--- src/sv/tcw_pkg.sv ---
// Shared types and constants for the text console character writer.
package tcw_pkg;

   localparam int CURSOR_W = 11;
   localparam int CELL_W   = 16;
   localparam int INDEX_W  = 11;

   typedef logic [1:0] action_type;

   localparam action_type ACT_WRITE = 2'd0;
   localparam action_type ACT_SET   = 2'd1;
   localparam action_type ACT_READ  = 2'd2;

   localparam logic [8:0] CODE_NEWLINE   = 9'd10;
   localparam logic [8:0] CODE_BACKSPACE = 9'h100;
   localparam logic [7:0] CHAR_SPACE     = 8'h20;

   typedef struct packed {
      action_type          action;
      logic [8:0]          char_code;
      logic [3:0]          fore_color;
      logic [3:0]          back_color;
      logic [INDEX_W-1:0]  new_position;
      logic [INDEX_W-1:0]  cell_index;
   } req_payload_type;

   typedef struct packed {
      logic [CURSOR_W-1:0] cursor_now;
      logic [CELL_W-1:0]   cell_word;
   } rsp_payload_type;

   typedef enum logic [2:0] {
      ST_INIT,
      ST_IDLE,
      ST_SPACE,
      ST_COPY,
      ST_CLEAR,
      ST_DIVIDE,
      ST_READ,
      ST_REPORT
   } ctrl_state_type;

endpackage

--- src/sv/tcw_ctrl.sv ---
// Console sequencer: cursor tracking, cell updates, scroll and clear sweeps.
module tcw_ctrl #(
   parameter int COLUMNS     = 80,
   parameter int ROWS_USED   = 24,
   parameter int ROWS_STORED = 25,
   parameter int ADDR_W      = 11
) (
   input  logic                       clock,
   input  logic                       reset,
   input  logic                       req_valid,
   output logic                       req_ready,
   input  tcw_pkg::req_payload_type   req_data,
   input  logic                       out_free,
   output logic                       done,
   output tcw_pkg::rsp_payload_type   result,
   output logic                       wr_en,
   output logic [ADDR_W-1:0]          wr_addr,
   output logic [tcw_pkg::CELL_W-1:0] wr_data,
   output logic                       rd_en,
   output logic [ADDR_W-1:0]          rd_addr,
   input  logic [tcw_pkg::CELL_W-1:0] rd_data
);
   import tcw_pkg::*;

   localparam int CELL_COUNT = COLUMNS * ROWS_STORED;
   localparam int USED_CELLS = COLUMNS * ROWS_USED;
   localparam int COL_W      = $clog2(COLUMNS);
   localparam int WIDE_W     = ((ADDR_W > INDEX_W) ? ADDR_W : INDEX_W) + 1;

   localparam logic [ADDR_W-1:0] LAST_CELL_A = ADDR_W'(CELL_COUNT - 1);
   localparam logic [ADDR_W-1:0] USED_A      = ADDR_W'(USED_CELLS);
   localparam logic [ADDR_W-1:0] LAST_USED_A = ADDR_W'(USED_CELLS - 1);
   localparam logic [ADDR_W-1:0] COLUMNS_A   = ADDR_W'(COLUMNS);
   localparam logic [ADDR_W-1:0] SCROLL_A    = ADDR_W'(USED_CELLS - COLUMNS);
   localparam logic [ADDR_W-1:0] COPY_BACK_A = ADDR_W'(COLUMNS + 1);
   localparam logic [COL_W-1:0]  LAST_COL    = COL_W'(COLUMNS - 1);
   localparam logic [WIDE_W-1:0] CELL_COUNT_W = WIDE_W'(CELL_COUNT);
   localparam logic [WIDE_W-1:0] USED_W       = WIDE_W'(USED_CELLS);

   ctrl_state_type    state_ff, state_in;
   logic [ADDR_W-1:0] cnt_ff, cnt_in;
   logic [ADDR_W-1:0] pos_ff, pos_in;
   logic [COL_W-1:0]  col_ff, col_in;
   logic [7:0]        attr_ff, attr_in;
   logic              copy_wr_ff, copy_wr_in;
   logic              rd_ok_ff, rd_ok_in;

   logic [7:0]        req_attr;
   logic [ADDR_W-1:0] step_pos;
   logic [COL_W-1:0]  step_col;
   logic              plain_char;
   logic [WIDE_W-1:0] set_wide;
   logic [WIDE_W-1:0] idx_wide;
   logic [ADDR_W-1:0] set_pos;
   logic              idx_ok;

   // Cursor movement of a write action, before any scroll; clamped set position and read index check.
   always_comb begin
      req_attr   = {req_data.back_color, req_data.fore_color};
      plain_char = 1'b0;
      step_pos   = pos_ff;
      step_col   = col_ff;
      if (req_data.char_code == CODE_NEWLINE) begin
         step_pos = pos_ff + COLUMNS_A - ADDR_W'(col_ff);
         step_col = '0;
      end else if (req_data.char_code == CODE_BACKSPACE) begin
         if (pos_ff != '0) begin
            step_pos = pos_ff - ADDR_W'(1);
            step_col = (col_ff == '0) ? LAST_COL : col_ff - COL_W'(1);
         end
      end else begin
         plain_char = 1'b1;
         step_pos   = pos_ff + ADDR_W'(1);
         step_col   = (col_ff == LAST_COL) ? '0 : col_ff + COL_W'(1);
      end
      set_wide = WIDE_W'(req_data.new_position);
      idx_wide = WIDE_W'(req_data.cell_index);
      set_pos  = (set_wide >= USED_W) ? LAST_USED_A : set_wide[ADDR_W-1:0];
      idx_ok   = (idx_wide < CELL_COUNT_W);
   end

   always_ff @(posedge clock) begin
      if (reset) begin
         state_ff   <= ST_INIT;
         cnt_ff     <= '0;
         pos_ff     <= '0;
         col_ff     <= '0;
         copy_wr_ff <= 1'b0;
      end else begin
         state_ff   <= state_in;
         cnt_ff     <= cnt_in;
         pos_ff     <= pos_in;
         col_ff     <= col_in;
         copy_wr_ff <= copy_wr_in;
      end
   end

   always_ff @(posedge clock) begin
      attr_ff  <= attr_in;
      rd_ok_ff <= rd_ok_in;
   end

   always_comb begin
      state_in          = state_ff;
      cnt_in            = cnt_ff;
      pos_in            = pos_ff;
      col_in            = col_ff;
      attr_in           = attr_ff;
      rd_ok_in          = rd_ok_ff;
      copy_wr_in        = 1'b0;
      req_ready         = 1'b0;
      done              = 1'b0;
      result.cursor_now = CURSOR_W'(pos_ff);
      result.cell_word  = '0;
      wr_en             = 1'b0;
      wr_addr           = pos_ff;
      wr_data           = '0;
      rd_en             = 1'b0;
      rd_addr           = cnt_ff;

      case (state_ff)
         ST_INIT: begin
            // Clearing sweep over the whole memory after reset.
            wr_en   = 1'b1;
            wr_addr = cnt_ff;
            if (cnt_ff == LAST_CELL_A) begin
               cnt_in   = '0;
               state_in = ST_IDLE;
            end else begin
               cnt_in = cnt_ff + ADDR_W'(1);
            end
         end

         ST_IDLE: begin
            req_ready = 1'b1;
            if (req_valid) begin
               case (req_data.action)
                  ACT_WRITE: begin
                     attr_in = req_attr;
                     if (plain_char) begin
                        wr_en   = 1'b1;
                        wr_addr = pos_ff;
                        wr_data = {req_attr, req_data.char_code[7:0]};
                     end
                     if (step_pos == USED_A) begin
                        pos_in   = SCROLL_A;
                        col_in   = '0;
                        cnt_in   = COLUMNS_A;
                        state_in = ST_COPY;
                     end else begin
                        pos_in   = step_pos;
                        col_in   = step_col;
                        state_in = ST_SPACE;
                     end
                  end
                  ACT_SET: begin
                     pos_in   = set_pos;
                     cnt_in   = set_pos;
                     state_in = ST_DIVIDE;
                  end
                  ACT_READ: begin
                     rd_ok_in = idx_ok;
                     rd_en    = idx_ok;
                     rd_addr  = idx_wide[ADDR_W-1:0];
                     state_in = ST_READ;
                  end
                  default: begin
                     state_in = ST_REPORT;
                  end
               endcase
            end
         end

         ST_SPACE: begin
            // The space write repeats harmlessly while the result waits.
            wr_en   = 1'b1;
            wr_addr = pos_ff;
            wr_data = {attr_ff, CHAR_SPACE};
            if (out_free) begin
               done     = 1'b1;
               state_in = ST_IDLE;
            end
         end

         ST_COPY: begin
            // Read one row ahead; each write follows in the cycle after its read.
            if (cnt_ff != USED_A) begin
               rd_en      = 1'b1;
               rd_addr    = cnt_ff;
               copy_wr_in = 1'b1;
               cnt_in     = cnt_ff + ADDR_W'(1);
            end else begin
               cnt_in   = SCROLL_A;
               state_in = ST_CLEAR;
            end
            if (copy_wr_ff) begin
               wr_en   = 1'b1;
               wr_addr = cnt_ff - COPY_BACK_A;
               wr_data = rd_data;
            end
         end

         ST_CLEAR: begin
            wr_en   = 1'b1;
            wr_addr = cnt_ff;
            if (cnt_ff == LAST_USED_A) begin
               state_in = ST_SPACE;
            end else begin
               cnt_in = cnt_ff + ADDR_W'(1);
            end
         end

         ST_DIVIDE: begin
            // Column of the new cursor by repeated row subtraction.
            if (cnt_ff < COLUMNS_A) begin
               col_in   = COL_W'(cnt_ff);
               state_in = ST_REPORT;
            end else begin
               cnt_in = cnt_ff - COLUMNS_A;
            end
         end

         ST_READ: begin
            result.cell_word = rd_ok_ff ? rd_data : '0;
            if (out_free) begin
               done     = 1'b1;
               state_in = ST_IDLE;
            end
         end

         ST_REPORT: begin
            if (out_free) begin
               done     = 1'b1;
               state_in = ST_IDLE;
            end
         end

         default: begin
            state_in = ST_IDLE;
         end
      endcase
   end

endmodule
--- config.mk ---
export PLATFORM = sky130hd
export DESIGN_NAME = tcw_ctrl
export DESIGN_NICKNAME = d
export VERILOG_FILES = /design/src/sv/tcw_pkg.sv /design/src/sv/tcw_ctrl.sv
export SDC_FILE = /design/constraint.sdc
export NUM_CORES = 1
export LEC_CHECK = 0
export BUFFER_PORTS_ARGS = -buffer_cell sky130_fd_sc_hd__buf_2
export CAP_MARGIN = 0
export CORE_MARGIN = 2
export CORE_UTILIZATION = 35
export CTS_BUF_LIST = sky130_fd_sc_hd__clkbuf_16
export DETAILED_ROUTE_END_ITERATION = 10
export GPL_TIMING_DRIVEN = 0
export PLACE_DENSITY = 0.66
export SYNTH_ARGS = -nofsm -noshare
export SYNTH_HDL_FRONTEND = slang
export SYNTH_SLANG_ARGS = --single-unit
--- constraint.sdc ---
create_clock -name clock -period 4.19 [get_ports clock]
set_clock_uncertainty 0.15 [all_clocks]
set_input_delay 0.419 -clock clock [delete_from_list [all_inputs] [get_ports clock]]
set_output_delay 0.419 -clock clock [all_outputs]
set_load 0.05 [all_outputs]
== Yosys cells after proc, flatten, opt, wreduce, memory -nomap -nowiden ==
Cells that the tools add are included.

* Add/sub/neg operators: 9
* Reductions and logical operators: 17
* Bitwise logic cells: 1
* Eq/ne operators: 28
* $lt $le $gt $ge: 3
* Muxes and demuxes: 59

{| class="wikitable"
|+ Operator list
! operator !! number
|-
| 11-bit two-way mux || 15
|-
| 16-bit two-way mux || 6
|-
| 11-bit case mux with 2 select lines || 3
|-
| 7-bit two-way mux || 9
|-
| 11-bit case mux with 5 select lines || 1
|-
| 16-bit case mux with 3 select lines || 1
|-
| 11-bit equality test (second input constant) || 3
|-
| 11-bit by 1-bit adder with 11-bit output (second input constant) || 2
|-
| 11-bit by 7-bit subtractor with 11-bit output (second input constant) || 2
|-
| 3-bit two-way mux || 6
|-
| 3-bit case mux with 6 select lines || 1
|-
| 2-bit inequality test (second input constant) || 8
|-
| 7-bit case mux with 2 select lines || 1
|-
| 1-bit two-way mux || 13
|-
| 3-bit equality test (second input constant) || 4
|-
| 6-bit AND reduction || 2
|-
| 11-bit by 7-bit adder with 11-bit output (second input constant) || 1
|-
| 11-bit greater-or-equal comparator (second input constant) || 1
|-
| 11-bit less-than comparator (second input constant) || 1
|-
| 11-bit by 7-bit less-than comparator with 1-bit output (second input constant) || 1
|-
| 11-bit inequality test (second input constant) || 1
|-
| 11-bit nonzero test || 1
|-
| 11-bit by 1-bit subtractor with 11-bit output (second input constant) || 1
|-
| 11-bit by 7-bit subtractor with 11-bit output || 1
|-
| 25 further kinds || 32
|}

* Logic and storage cells: 124
* Bits in registers: 42
* Bits of input ports: 61
* Output and inout bits: 69

== Longest topological paths before layout ==
Gate-level depths: netlist (run 1).

* Depth in word-level cells: 9
* Gate-level depth with buffers: 15

== Least setup slack after synthesis (run 1) ==
No wires, ideal clock.

* Path kind: reg-to-reg
* Start point: register pos_ff[0]
* End point: register cnt_ff[10]
* Period minus slack after synthesis: 4.054 ns
* Arrival: 3.783 ns
* Required time: 3.919 ns
* Setup slack: 0.136 ns
* Cell stages (with the launch flop): 15
* Library setup time: 0.121 ns
* Cell sequence: dfxtp_1 -> clkbuf_1 -> inv_1 -> ha_1 -> inv_1 -> ha_1 -> a21o_1 -> nand4_1 -> a31o_2 -> or4_1 -> a22o_1 -> nor4b_2 -> nand4_1 -> nand2_1 -> mux2_2

* Longest elaborated chain between the ends: 7
* Elaborated cells between the ends (all ways): 11
* Classes of those cells: add/sub (4); eq/ne (2); mux (3); reduce/logical (2)

{| class="wikitable"
|+ Ends and longest elaborated chain
! item !! line !! RTL
|-
| start: declaration || tcw_ctrl.sv:42 || <nowiki>logic [ADDR_W-1:0] pos_ff, pos_in;</nowiki>
|-
| start signal: assignment || tcw_ctrl.sv:92 || <nowiki>pos_ff <= pos_in;</nowiki>
|-
| parallel branches: the longest is 3 deep, another holds 11-bit by 7-bit adder with 11-bit output || -- ||
|-
| 11-bit two-way mux (*) || tcw_ctrl.sv:63 || <nowiki>if (req_data.char_code == CODE_NEWLINE) begin</nowiki>
|-
| 11-bit equality test (*) || tcw_ctrl.sv:145 || <nowiki>if (step_pos == USED_A) begin</nowiki>
|-
| 3-bit inequality test (no source line) (*) || -- ||
|-
| 6-bit AND reduction (no source line) (*) || -- ||
|-
| end signal: assignment || tcw_ctrl.sv:91 || <nowiki>cnt_ff <= cnt_in;</nowiki>
|-
| end: declaration || tcw_ctrl.sv:41 || <nowiki>logic [ADDR_W-1:0] cnt_ff, cnt_in;</nowiki>
|}

Every way passes the cells marked *.
A chain may end at the register's enable or synchronous reset.

== Worst setup path in the final report (run 1) ==
* Start point: register pos_ff[9]
* End point: register cnt_ff[6]

The elaborated chain is that of the path after synthesis.

==> results of run 1 <==
flip-flops by register name (all words and copies together) (netlist names):
register and flops:
pos_ff 11, attr_ff 8, state_ff 3, cnt_ff 11, col_ff 7, rd_ok_ff 1, copy_wr_ff 1
final cells by class:
class | count | area, um^2 | share of cell area (%)
multi-input cells | 558 | 3720 | 61.0
plain buffers | 40 | 160 | 2.63
repair buffers | 138 | 716 | 11.7
well taps | 180 | 225 | 3.69
flip-flops and latches | 42 | 931 | 15.3
clock inverters | 2 | 10.0 | 0.164
inverters | 49 | 188 | 3.08
clock buffers | 6 | 150 | 2.46
per-layer routing:
metal | vias up | global-route usage, %
li1 | 2859 | -
met1 | 2816 | 32.5
met2 | 334 | 38.6
met3 | 40 | 3.23
met4 | 0 | 7.26
met5 | - | 0
what timing repair did:
action | in CTS | in global routing
resized for setup | 4 | 17
buffers inserted | 2 | 8
pin swaps | 1 | 6
endpoints found under the setup margin | 23 | 26
cloned | 0 | 0
metrics by stage:
| stage | utilization, % | hold WS [ns] | power (mW) | instance area [um^2] | setup TNS [ns] |
|---|---|---|---|---|---|
| 3_5_place_dp | 42.1 | 0.419 | 0.560 | 5820 | -1.72 |
| 6_report | 44.1 | 0.173 | 0.974 | 6100 | 0 |
| 5_1_grt | 44.1 | 0.170 | 1.00 | 6100 | -0.0204 |
| 2_1_floorplan | - | 0.353 | 0.496 | 4950 | 0 |
| 3_3_place_gp | 42.1 | 0.412 | 0.559 | 5820 | -0.901 |
| 4_1_cts | 43.5 | 0.174 | 0.973 | 6020 | 0 |
how the worst max path moves through the flow:
stage	cells past startpoint	startpoint	to
final	11	pos_ff[9]$_SDFFE_PP0P_	cnt_ff[6]$_SDFFE_PP0P_
after global routing	16	pos_ff[0]$_SDFFE_PP0P_	pos_ff[4]$_SDFFE_PP0P_
after CTS	15	pos_ff[0]$_SDFFE_PP0P_	cnt_ff[9]$_SDFFE_PP0P_
after detailed placement	14	pos_ff[0]$_SDFFE_PP0P_	cnt_ff[9]$_SDFFE_PP0P_
after global placement	14	pos_ff[0]$_SDFFE_PP0P_	cnt_ff[9]$_SDFFE_PP0P_
after floorplan	14	pos_ff[0]$_SDFFE_PP0P_	cnt_ff[10]$_SDFFE_PP0P_
cell families (layout without fill, tap and decap cells):
family / after synthesis / in the layout
AO/OA/AOI/OAI: 210 / 210
XOR/XNOR: 23 / 23
adder cells (fa/ha/maj): 33 / 33
buffers and inverters: 91 / 235
flip-flops: 42 / 42
multiplexers: 13 / 13
AND/OR/NAND/NOR: 279 / 279
critical path, delay by kind of cell (launching register included):
family	cells	cell delay, ns
AO/OA/AOI/OAI	5	1.16
flip-flops	1	0.41
AND/OR/NAND/NOR	4	1.81
adder cells (fa/ha/maj)	1	0.23
buffers and inverters	1	0.19
cell usage in the layout, fill, tap and decap left out, types with 4 or more instances in the layout:
master,instances
nand4_1,11
a21oi_1,48
or4_1,5
a22o_1,7
a32oi_1,9
xnor2_1,15
edfxtp_1,9
nor3b_1,7
and2_1,22
a311oi_1,5
buf_2,129
a21o_1,5
nand4b_1,4
or3_1,9
nand3_1,22
ha_1,31
o21ai_0,57
and3_1,15
clkbuf_1,36
o22ai_1,4
mux2i_1,10
nor2_1,45
xor2_1,8
dfxtp_1,33
nor2b_1,8
a211oi_1,7
buf_4,11
a31oi_1,6
clkbuf_16,6
o2111ai_1,4
nor4_1,8
a221o_1,8
nor4b_1,5
a222oi_1,8
nand2b_1,4
inv_1,47
nand2_1,76
nor3_1,19
o211ai_1,4
power by group:
part           leakage (nW)  internal (mW)  total, mW  switching, mW
clock                0.0837          0.255      0.420          0.165
sequential            0.350          0.416      0.420        0.00418
combinational          2.29         0.0472      0.134         0.0870
==> metrics.cfg, run 1 <==
[detailed_routing]
dr_wl_met3_mm=1.70
drt-vias-per-instance=5.96
wl_met2_mm=8.50
drc_errors=0
dr.pass1.iters=6
vias=6049
wl_met1_mm=7.84
ant_nets=0
top_layer_used=met4
drt-initial-drc-count=680
wire_per_inst_um=18.2
wirelength_mm=18.5

[clock_network]
cts_made_buffers=5
clockRootBuffer=clkbuf_16
holdBufCountCts=0
clk_latency_ns=0.29
cts_buffer_depth=2
path_clk_slew_ns=0.06
cts_tree=done
cts.sinks=42
htreeDepth=2

[run_status]
outcome=finished clean

[power]
p_per_area_nw_per_um2=160
irDropWorstVdd_mv=0.166
p_leak_nw=2.72

[yosys]
yosysSeqAreaShare_pct=18.8
synth_compound_gate_area_share_pct=29.1
synth_top_area_cell=dfxtp_1
synth-xor-area-share_pct=4.07
synthMuxAreaShare_pct=2.70
synth_edf_count=9
synth_area_leaders=dfxtp_1 13%, ha_1 8.1%, nand2_1 5.8%
synthArstFlopShare_pct=0
synth-adder-area-share_pct=8.49
synth_top_family_by_area=simple AND/OR/NAND/NOR gates
ys_warn_count=0
syn_avg_cell_area_um2=7.16
syn_area_um2=4950
synth-simple-area-share_pct=29.9
netlist_instances=691
synth.distinct_cells=70
synth-main-ff-cell=dfxtp_1
yosysMostFrequentCell=nand2_1
ys_ff_latch=42
synth_fp_nets=785
synth_top_area_share_pct=13.3
yosys-top-cells-count=77 x nand2_1, 57 x o21ai_0, 48 x a21oi_1, 48 x inv_1, 45 x nor2_1

[finish]
syn_to_final_growth_pct=23.3
fin_nets=928
fin_cells=1015
diodes=0
fill_cells=1431
drive_gt1_share_pct=21.1

[setup_path]
crit_path_cell_trace=inv_1 > ha_1 > or4b_4 > o2111ai_1 > a21oi_1 > or3_1 > or4_4 > a211oi_4 > a21oi_1 > or3_1 > a32o_1
critical_path_arrival_ns=4.10
regToRegEndpoint=cnt_ff[6]$_SDFFE_PP0P_
r2r_cells=11
start_kind=flip-flop
crit_fanout=6
reg2reg_from=pos_ff[9]$_SDFFE_PP0P_
cp-end-kind=flip-flop
required_ns=4.22
r2r_slack_ns=0.12
slowest_delay_ns=0.53
worst-setup-path-type=flip-flop to flip-flop
cpMaxStageDelayCell=or4_4

[die]
fp.dieW_um=123
die_h_um=123
die_area_um2=15100
start_util_pct=35.8
ios=130
core-area_um2=13800
fp-row-count=43

[global_route]
grt_pass1_wl_mm=28.0
antenna_found_initial=1
grt_usage_pct=23.7
grt_pass1_vias=5305
grt_max_degree=14
grt-ovfl-total=0

[min_path]
min_from=req_data[27]
holdPathEnd=attr_ff[1]$_DFFE_PP_
hold_class=input port to flip-flop
whs_path_depth=1

[sta]
final.min_clock_period_ns=4.07
max_slew_margin_pct=33.7
setup-violations-final=0
max_clock_freq_ghz=0.246
fin_ws_ns=0.121
tightest_slew_ns=0.987
hold_viol_final=0
fin_crit_sh_pct=97.1
slew_violations=0

[place]
dp_hpwl_mm=14.6
portBuffers=128
pre_cts_slack_ns=-0.222
place_inst=999
globalplace.congestion=0.974

[flow_run]
drv_cap=0

Note: power is estimated with default switching activity, not from simulation.
==> run 2, diff against run 1 <==
Settings changed: ABC_AREA set to 1, HOLD_SLACK_MARGIN set to 0.06, PLACE_DENSITY 0.66 to 0.65.
==> run 2 against run 1 <==
Compared with the run above: maximum frequency up 15%; synthesized area is 4.4% higher; sequential power rose by 56%; register-to-register slack better by 0.76 ns; worst setup slack improved by 0.53 ns; worst hold slack got worse by 0.0061 ns; global-route usage decreased by 1.1 points; via count is 4.3% higher; largest power group is now combinational logic; highest routed layer unchanged.
==> metrics.cfg, run 2 <==
[run_status]
outcome=finished clean

[clock_network]
cts_resized=0  ; -4
path_clk_slew_ns=0.07  ; about the same
clk_latency_ns=0.29  ; about the same
holdBufCountCts=0  ; unchanged
htreeDepth=2  ; unchanged
cts_tree=done
cts_buffer_depth=2  ; unchanged
clockRootBuffer=clkbuf_16
cts_made_buffers=5  ; unchanged
cts_setup_buffers=0  ; -2
cts.sinks=42  ; unchanged

[setup_path]
cp-end-kind=output port
critical_path_arrival_ns=2.97  ; -1.13 ns
worst-setup-path-type=flip-flop to output port
required_ns=3.62  ; -0.60 ns
start_kind=flip-flop
crit_fanout=10  ; +4

[detailed_routing]
drt-vias-per-instance=5.31  ; -11%
vias=6312  ; +4.3%
wire_per_inst_um=15.8  ; -13%
ant_nets=0  ; unchanged
drc_errors=0  ; unchanged
drt-initial-drc-count=387  ; -43%
dr.pass1.iters=5  ; -1
wirelength_mm=18.8  ; +1.7%

[yosys]
ys_ff_latch=42  ; unchanged
yosysSeqAreaShare_pct=18.0  ; -0.80 points
syn_avg_cell_area_um2=5.95  ; -17%
synth_top_area_cell=nand2_1
yosysMostFrequentCell=nand2_1
ys_warn_count=0  ; unchanged
synth.distinct_cells=51  ; -27%
netlist_instances=869  ; +26%
synth-main-ff-cell=dfxtp_1
synth_area_leaders=nand2_1 14%, dfxtp_1 13%, inv_1 8.9%
yosys-top-cells-count=190 x nand2_1, 122 x inv_1, 106 x nor2_1
synth_edf_count=9  ; unchanged
synth_top_area_share_pct=13.8  ; +0.45 points
syn_area_um2=5170  ; +4.4%
synth_fp_nets=963  ; +23%
synthArstFlopShare_pct=0  ; unchanged

[sta]
slew_violations=0  ; unchanged
fin_crit_sh_pct=84.5  ; -13 points
setup_tns_ns=0  ; unchanged
max_clock_freq_ghz=0.283  ; +15%
max_slew_margin_pct=22.7  ; -11 points
rsz0062_at_grt=false
final.min_clock_period_ns=3.54  ; -0.530 ns
hold_viol_final=0  ; unchanged
tightest_slew_ns=1.15  ; +0.164 ns
whs_ns=0.167  ; -0.00607 ns
setup-violations-final=0  ; unchanged

[power]
swShare_pct=58.2  ; +32 points
p_sw_mw=2.22  ; +770%
irDropWorstVdd_mv=0.368  ; +120%
fin_total_pwr_mw=3.82  ; +290%
p_seq_share_pct=17.1  ; -26 points
p_leak_nw=3.17  ; +16%
comb_power_share_pct=71.1  ; +57 points
p_clk_share_pct=11.8  ; -31 points
p_int_mw=1.60  ; +120%
p_per_area_nw_per_um2=615  ; +290%

[die]
die_h_um=126  ; +2.1%
start_util_pct=35.7  ; -0.091 points
die_area_um2=15800  ; +4.3%
core-area_um2=14500  ; +4.7%
ios=130  ; unchanged
fp-row-count=44  ; +2.3%
fp.dieW_um=126  ; +2.1%

[place]
portBuffers=128  ; unchanged
globalplace.congestion=0.971  ; -0.35%
dp_hpwl_mm=15.2  ; +3.9%
place_area_um2=6040  ; +3.9%

[finish]
fill_cells=1622  ; +13%
final_common_cell=nand2_1
post-route-util_pct=42.9  ; -1.3 points
diodes=0  ; unchanged
fin_nets=1098  ; +18%
layout_common_cells=190 x nand2_1, 139 x buf_2, 123 x inv_1
largestRegisters=cnt_ff x11, pos_ff x11, attr_ff x8
final_area_um2=6210  ; +1.7%
drive_gt1_share_pct=18.4  ; -2.7 points
multi_input_area_um2=3570  ; -4.1%
seqCellArea_um2=931  ; unchanged
syn_to_final_growth_pct=20.1

[flow_run]
drv_cap=0  ; unchanged

[global_route]
grt_usage_pct=22.6  ; -1.1 points
grt_max_degree=14  ; unchanged
grt_pass1_wl_mm=29.3  ; +4.5%
antenna_found_initial=0  ; -1
grt-ovfl-total=0  ; unchanged
grt_pass1_vias=5647  ; +6.4%

[min_path]
hold_class=input port to flip-flop

[run 2: changes by cell type in the layout (fill, tap and decap cells not counted), sizes merged, moves of 11 or more]
cell and delta:
nand2 +118, nand3 +48, xnor2 -12, and2 -22, nor2 +67, xor2 +11
and3 -15, clkbuf -26, inv +84, o221ai +15
[run 2: area by class of cell]
class	count	share of cell area, %
well taps	184	3.71
flip-flops and latches	42	15.0
repair buffers	128	10.3
clock buffers	5	2.02
multi-input cells	658	57.5
plain buffers	31	2.46
clock inverters	3	0.665
inverters	138	8.37
[run 2: power groups by stage]
stage               Sequential [mW]  Combinational, mW  Clock, mW
floorplan                     0.640               2.02          0
detailed placement            0.656               2.66          0
global route                  0.666               2.96      0.465
CTS                           0.647               2.69      0.452
global placement              0.656               2.66          0
finish                        0.654               2.71      0.450
[run 2: path summary, 6_finish.rpt]
kind                                  from                        to  slack (ns)  cells after the start
setup / recovery  state_ff[0]$_SDFFE_PP0P_               wr_data[10]        0.65                     12
hold / removal                req_data[25]      attr_ff[7]$_DFFE_PP_        0.17                      1
setup reg to reg    pos_ff[4]$_SDFFE_PP0P_    cnt_ff[9]$_SDFFE_PP0P_        0.88                     20
hold reg to reg   state_ff[2]$_SDFFE_PP0P_  state_ff[2]$_SDFFE_PP0P_        0.44                      2
[run 2: per-layer routing]
metal	up-vias	part of all wire, %	global-route usage (%)
met2	247	47	38.3
met1	2877	44	30.6
met3	25	6.4	2.14
met5	-	0	0
li1	3163	-	-
met4	0	1.9	6.54
[run 2: critical path, stage by stage (launching register included)]
cell	delay (ns)
dfxtp_1	0.40
inv_1	0.09
nor2_1	0.21
inv_2	0.09
nor2_1	0.13
inv_1	0.07
nor3_2	0.21
nand2_1	0.19
inv_2	0.23
nand3_1	0.30
buf_2	0.30
o221ai_1	0.16
buf_2	0.30
[run 2: kinds of logic after synthesis]
logic type      Yosys count  synth area share (%)
buf+inv                 169                  13.0
flops                    42                  18.0
simple gates            426                  36.9
compound gates          177                  20.3
xor+xnor                 22                  3.73
fa+ha+maj                33                  8.13
[run 2: stage by stage]
| step | setup WS, ns | std cells |
|---|---|---|
| detailed placement | 0.933 | 1181 |
| global route | 0.401 | 1189 |
| floorplan | 1.05 | 869 |
| CTS | 0.645 | 1189 |
| global placement | 0.941 | 1181 |
| finish | 0.651 | 1189 |
